==> src/rtl/rv32im_instruction_execute_macros.svh <==
// Assertion macros shared by the execute block modules
`ifndef RV32IM_INSTRUCTION_EXECUTE_MACROS_SVH
`define RV32IM_INSTRUCTION_EXECUTE_MACROS_SVH
// implication checked on every clock unless reset is asserted
`define RVX_ASSERT_IMP(label, ante, cons, msg) \
  label: assert property (@(posedge clk) disable iff (!rst_n) (ante) |-> (cons)) \
    else $error(msg);
// next-cycle implication
`define RVX_ASSERT_NXT(label, ante, cons, msg) \
  label: assert property (@(posedge clk) disable iff (!rst_n) (ante) |=> (cons)) \
    else $error(msg);
`endif

==> src/rtl/rvx_pkg.sv <==
// Package: shared types and constants of the execute block
`timescale 1ns / 1ps
`default_nettype none
package rvx_pkg;
  localparam logic [1:0] KIND_EXEC = 2'd0;
  localparam logic [1:0] KIND_LOAD = 2'd1;
  localparam logic [1:0] KIND_RESTART = 2'd2;
  localparam logic [1:0] KIND_JUMP = 2'd3;

  localparam logic [3:0] ST_OK = 4'd0;
  localparam logic [3:0] ST_BAD_OP = 4'd1;
  localparam logic [3:0] ST_BAD_FN = 4'd2;
  localparam logic [3:0] ST_PC_OUT = 4'd3;
  localparam logic [3:0] ST_BEYOND = 4'd4;
  localparam logic [3:0] ST_TEXT = 4'd5;
  localparam logic [3:0] ST_NOT_LOADED = 4'd6;
  localparam logic [3:0] ST_BAD_TARGET = 4'd7;
  localparam logic [3:0] ST_SEQ = 4'd8;

  localparam logic [2:0] CFG_MEM_BYTES = 3'd0;
  localparam logic [2:0] CFG_TEXT_START = 3'd1;
  localparam logic [2:0] CFG_TEXT_END = 3'd2;
  localparam logic [2:0] CFG_START_PC = 3'd3;
  localparam logic [2:0] CFG_START_STACK = 3'd4;

  localparam logic [6:0] OP_REG = 7'h33;
  localparam logic [6:0] OP_IMM = 7'h13;
  localparam logic [6:0] OP_LOAD = 7'h03;
  localparam logic [6:0] OP_JALR = 7'h67;
  localparam logic [6:0] OP_STORE = 7'h23;
  localparam logic [6:0] OP_BRANCH = 7'h63;
  localparam logic [6:0] OP_LUI = 7'h37;
  localparam logic [6:0] OP_AUIPC = 7'h17;
  localparam logic [6:0] OP_JAL = 7'h6F;
  localparam logic [6:0] OP_SYSTEM = 7'h73;
  localparam logic [6:0] OP_FENCE = 7'h0F;

  // result item
  typedef struct packed {
    logic [31:0] writeback_value;
    logic [4:0]  writeback_register;
    logic        writeback_valid;
    logic [31:0] store_data;
    logic [1:0]  access_size;
    logic [31:0] mem_address;
    logic        mem_write;
    logic        mem_read;
    logic [31:0] next_pc;
    logic [3:0]  status;
  } result_t;

  // controller -> datapath
  typedef struct packed {
    logic latch;      // capture request and read operands
    logic decode;     // compute decode and non-divide results
    logic div_start;  // start iterative divider
    logic div_step;   // one divider step
    logic commit;     // update state and form result
    logic clear_step; // one step of the restart clearing sweep
  } dp_cmd_t;

  // datapath -> controller
  typedef struct packed {
    logic need_div;
    logic div_done;
    logic clear_done;
    logic is_restart;
  } dp_stat_t;
endpackage
`default_nettype wire

==> src/rtl/rvx_control.sv <==
// Controller: sequences capture, decode, divide, restart clear, commit and output handshake
`timescale 1ns / 1ps
`default_nettype none
module rvx_control
  import rvx_pkg::*;
(
  input  wire logic     clk,
  input  wire logic     rst_n,
  input  wire logic     in_valid,
  output logic          in_ready,
  output logic          out_valid,
  input  wire logic     out_ready,
  output dp_cmd_t       cmd,
  input  wire dp_stat_t stat
);
  typedef enum logic [2:0] {S_IDLE, S_DEC, S_DIV0, S_DIV, S_CLR, S_COMMIT, S_OUT} state_t;
  state_t state_r;
  logic   rst_req_r;

  assign in_ready = (state_r == S_IDLE) || (state_r == S_OUT && out_ready);

  always_comb begin
    cmd = '0;
    cmd.latch = in_valid && in_ready;
    cmd.decode = (state_r == S_DEC);
    cmd.div_start = (state_r == S_DIV0);
    cmd.div_step = (state_r == S_DIV);
    cmd.clear_step = (state_r == S_CLR);
    cmd.commit = (state_r == S_COMMIT);
  end

  always_ff @(posedge clk) begin
    if (!rst_n) begin
      state_r <= S_IDLE; out_valid <= 1'b0; rst_req_r <= 1'b0;
    end else begin
      unique case (state_r)
        S_IDLE: if (in_valid) begin
          state_r <= S_DEC; rst_req_r <= stat.is_restart;
        end
        S_DEC: state_r <= rst_req_r ? S_CLR : S_DIV0;
        S_DIV0: state_r <= stat.need_div ? S_DIV : S_COMMIT;
        S_DIV: if (stat.div_done) state_r <= S_COMMIT;
        S_CLR: if (stat.clear_done) state_r <= S_COMMIT;
        S_COMMIT: begin state_r <= S_OUT; out_valid <= 1'b1; end
        S_OUT: if (out_ready) begin
          out_valid <= 1'b0;
          if (in_valid) begin
            state_r <= S_DEC; rst_req_r <= stat.is_restart;
          end else state_r <= S_IDLE;
        end
        default: state_r <= S_IDLE;
      endcase
    end
  end

  `include "rv32im_instruction_execute_macros.svh"
  `RVX_ASSERT_IMP(a_out_state, out_valid, state_r == S_OUT, "result valid outside output")
  `RVX_ASSERT_IMP(a_one_cmd, 1'b1, $onehot0({cmd.decode, cmd.div_start, cmd.div_step,
                  cmd.clear_step, cmd.commit}), "multiple commands")
  `RVX_ASSERT_NXT(a_commit_out, cmd.commit, out_valid, "commit without result")
endmodule
`default_nettype wire
==> config.mk <==
export PLATFORM = sky130hd
export DESIGN_NAME = rvx_control
export DESIGN_NICKNAME = d
export VERILOG_FILES = /design/src/rtl/rvx_pkg.sv /design/src/rtl/rvx_control.sv
export VERILOG_INCLUDE_DIRS = /design/src /design/src/rtl
export SDC_FILE = /design/constraint.sdc
export NUM_CORES = 1
export LEC_CHECK = 0
export ABC_CLOCK_PERIOD_IN_PS = 2800
export BUFFER_PORTS_ARGS = -buffer_cell sky130_fd_sc_hd__buf_2
export CAP_MARGIN = 20
export CORE_AREA = 2 2 39 41
export DETAILED_ROUTE_END_ITERATION = 10
export DIE_AREA = 0 0 41 43
export PLACE_DENSITY = 0.55
export REMOVE_ABC_BUFFERS = 1
export SLEW_MARGIN = 25
export SYNTH_ARGS = -nofsm -noshare
export SYNTH_HDL_FRONTEND = slang
export SYNTH_SLANG_ARGS = --single-unit
==> constraint.sdc <==
create_clock -name clk -period 2.8 [get_ports clk]
set_input_delay 0.14 -clock clk [delete_from_list [all_inputs] [get_ports clk]]
set_output_delay 0.14 -clock clk [all_outputs]
set_load 0.02 [all_outputs]
==> impl_metrics.ini <==
[cts]
cts.sinks = 5
numCtsBuffers = 3
clk_latency_ps = 230
cts_tree = built
cts_buffer_depth = 2
clk_pin_slew_worst_paths_ps = 40
htree_levels = 1
postCtsSetupBuffers = 0
holdBufCountCts = 0
post_cts_resized = 0
cts_root_buffer = clkbuf_4

[power]
peakVddDrop_uv = 255
powerDensity_nw_per_um2 = 991
p_leak_uw = 0.000236

[detailed_routing]
wl_um = 846
vias = 404
vias_per_cell = 4.81
drt_first_pass_iters = 2
drc = 0
detail-route-antenna-nets = 0
wl_per_cell_um = 10.1
dr.first_iter.drc_count = 2

[timing]
period_needed_ps = 1510
setup_viol = 0
clock_skew_ps = 0.914
fin_ws_ps = 1290
hold_viol = 0
rsz0062_at_grt = no
max_freq_ghz = 0.660
slew_viol_final = 0
finalCritPeriodShare = 0.541
relSlewSlack = 0.733
tightest_slew_ps = 399
tns_ps = 0

[final_layout]
n_fill_cell = 160
seqCellArea_um2 = 100
final_cell_mix = buf_2 (15), nand2b_1 (7), nor2_1 (7), dfxtp_1 (5)
drive_gt1_frac = 0.309
fin_nets = 77
final_common_cell = buf_2
n_antenna_cell = 0
multi_input_area_um2 = 270
areaGrowthSynthToFinish_pct = 25.1

[critical_path]
r2r_start = state_r[2]
reg2reg_depth = 3
r2r-end = state_r[2]
critPathLaunch = state_r[1]
reg2reg_slack_ps = 1370
crit_type = flop to primary output
cp_data_arrival_time_ps = 1370
crit_required_ps = 2660
crit_path_end_kind = primary output
crit_path_start_kind = flop
crit_fanout = 14

[global_routing]
antenna_found_initial = 0
grt_pass1_vias = 315
grt_use_total = 0.105
grt_pass1_wl_um = 1200
grt_max_degree = 16
grt_overflow = 0

[floorplanning]
initial_utilization = 0.288
die_w_um = 41
std_cell_rows = 14
num_io_pins = 16
dieArea_um2 = 1760
die_h_um = 43
core_um2 = 1380

[placement]
place_hpwl_um = 661
io_buffers = 15
dp_slack_ps = 1380
place_congestion = 0.746

[yosys]
syn_inst = 52
yosys_warnings = 0
seq_area_frac_synth = 0.251
synth.avg_cell_area_um2 = 7.68
syn_area_um2 = 399
synth-seq-cells = 5
synth.distinct_cells = 27

[worst_hold_path]
min_to = rst_req_r
min_path_cells = 3
holdCritStartpoint = stat[0]
hold_class = input pin to flop

[job]
max_cap_viol_count = 0

[run_status]
run_status = finished, final reports clean
==> worst max-delay path, stage by stage, from the launching register on <==
cell and delay, ps:
dfxtp_1 540, nand3_1 220, a21oi_2 200, buf_2 180
==> power breakdown <==
part	switching, uW	leakage [uW]	internal [uW]	total (uW)
logic	143	0.000180	122	265
clock network	24.9	0.0000150	53.6	78.5
registers	56.3	0.0000411	95.1	151
==> logic make-up after synthesis <==
| group | after synthesis | synth area share |
|---|---|---|
| flops | 5 | 0.251 |
| mux | 2 | 0.0502 |
| buf+inv | 5 | 0.0721 |
| compound gates | 13 | 0.235 |
| simple gates | 27 | 0.392 |
==> synthesized netlist by cell type <==
cell type | count | area [um2]
or2_2 | 1 | 6.26
nor2_1 | 7 | 26.3
and4bb_1 | 1 | 12.5
dfxtp_1 | 5 | 100
o311a_1 | 1 | 10.0
buf_6 | 1 | 11.3
o21bai_1 | 1 | 7.51
a21boi_0 | 2 | 15.0
o21ai_0 | 1 | 5.00
inv_1 | 2 | 7.51
nor3_1 | 1 | 5.00
a21oi_2 | 1 | 8.76
o31a_1 | 1 | 8.76
a21oi_1 | 3 | 15.0
o31ai_1 | 1 | 7.51
nand3_1 | 1 | 5.00
nand2_1 | 3 | 11.3
nor4bb_1 | 1 | 10.0
nor2b_1 | 1 | 6.26
mux2i_1 | 2 | 20.0
or3b_2 | 1 | 8.76
a211oi_1 | 1 | 7.51
nand2b_1 | 7 | 43.8
and3b_1 | 1 | 8.76
a211o_1 | 1 | 8.76
and2_1 | 2 | 12.5
buf_2 | 2 | 10.0
==> worst max-delay path by stage <==
stage	endpoint	slack (ps)	cells after the start
2_1_floorplan	state_r[2]	1490	3
3_3_place_gp	state_r[2]	1390	3
3_5_place_dp	state_r[2]	1380	3
4_1_cts	cmd[5]	1280	3
5_1_grt	cmd[5]	1180	3
6_report	cmd[5]	1290	3
==> metrics by stage <==
step,cell area (um2),hold slack (ps),total power [uW],utilization,std cells
4_1_cts,499,169,502,0.361,84
6_report,499,170,495,0.361,84
3_3_place_gp,473,402,422,0.342,80
2_1_floorplan,378,248,341,-,49
3_5_place_dp,473,419,420,0.342,80
5_1_grt,499,176,538,0.361,84
==> flip-flops by register name, summed over array words and instances (netlist names) <==
signal / count
out_valid: 1
rst_req_r: 1
state_r: 3
==> metal layers <==
layer	up-vias	global-route usage	share of wire
met5	-	0	0
met4	0	0.100	0.012
met3	2	0.0157	0.060
met2	9	0.131	0.42
met1	178	0.142	0.51
li1	215	-	-
==> cell type report <==
cell class / instances / share of cell area
timing repair buffer: 15 / 0.150
sequential: 5 / 0.201
inverter: 2 / 0.0150
clock buffer: 4 / 0.0526
tap: 16 / 0.0401
multi-input combinational: 42 / 0.541
Power figures use the tool's default switching activity.
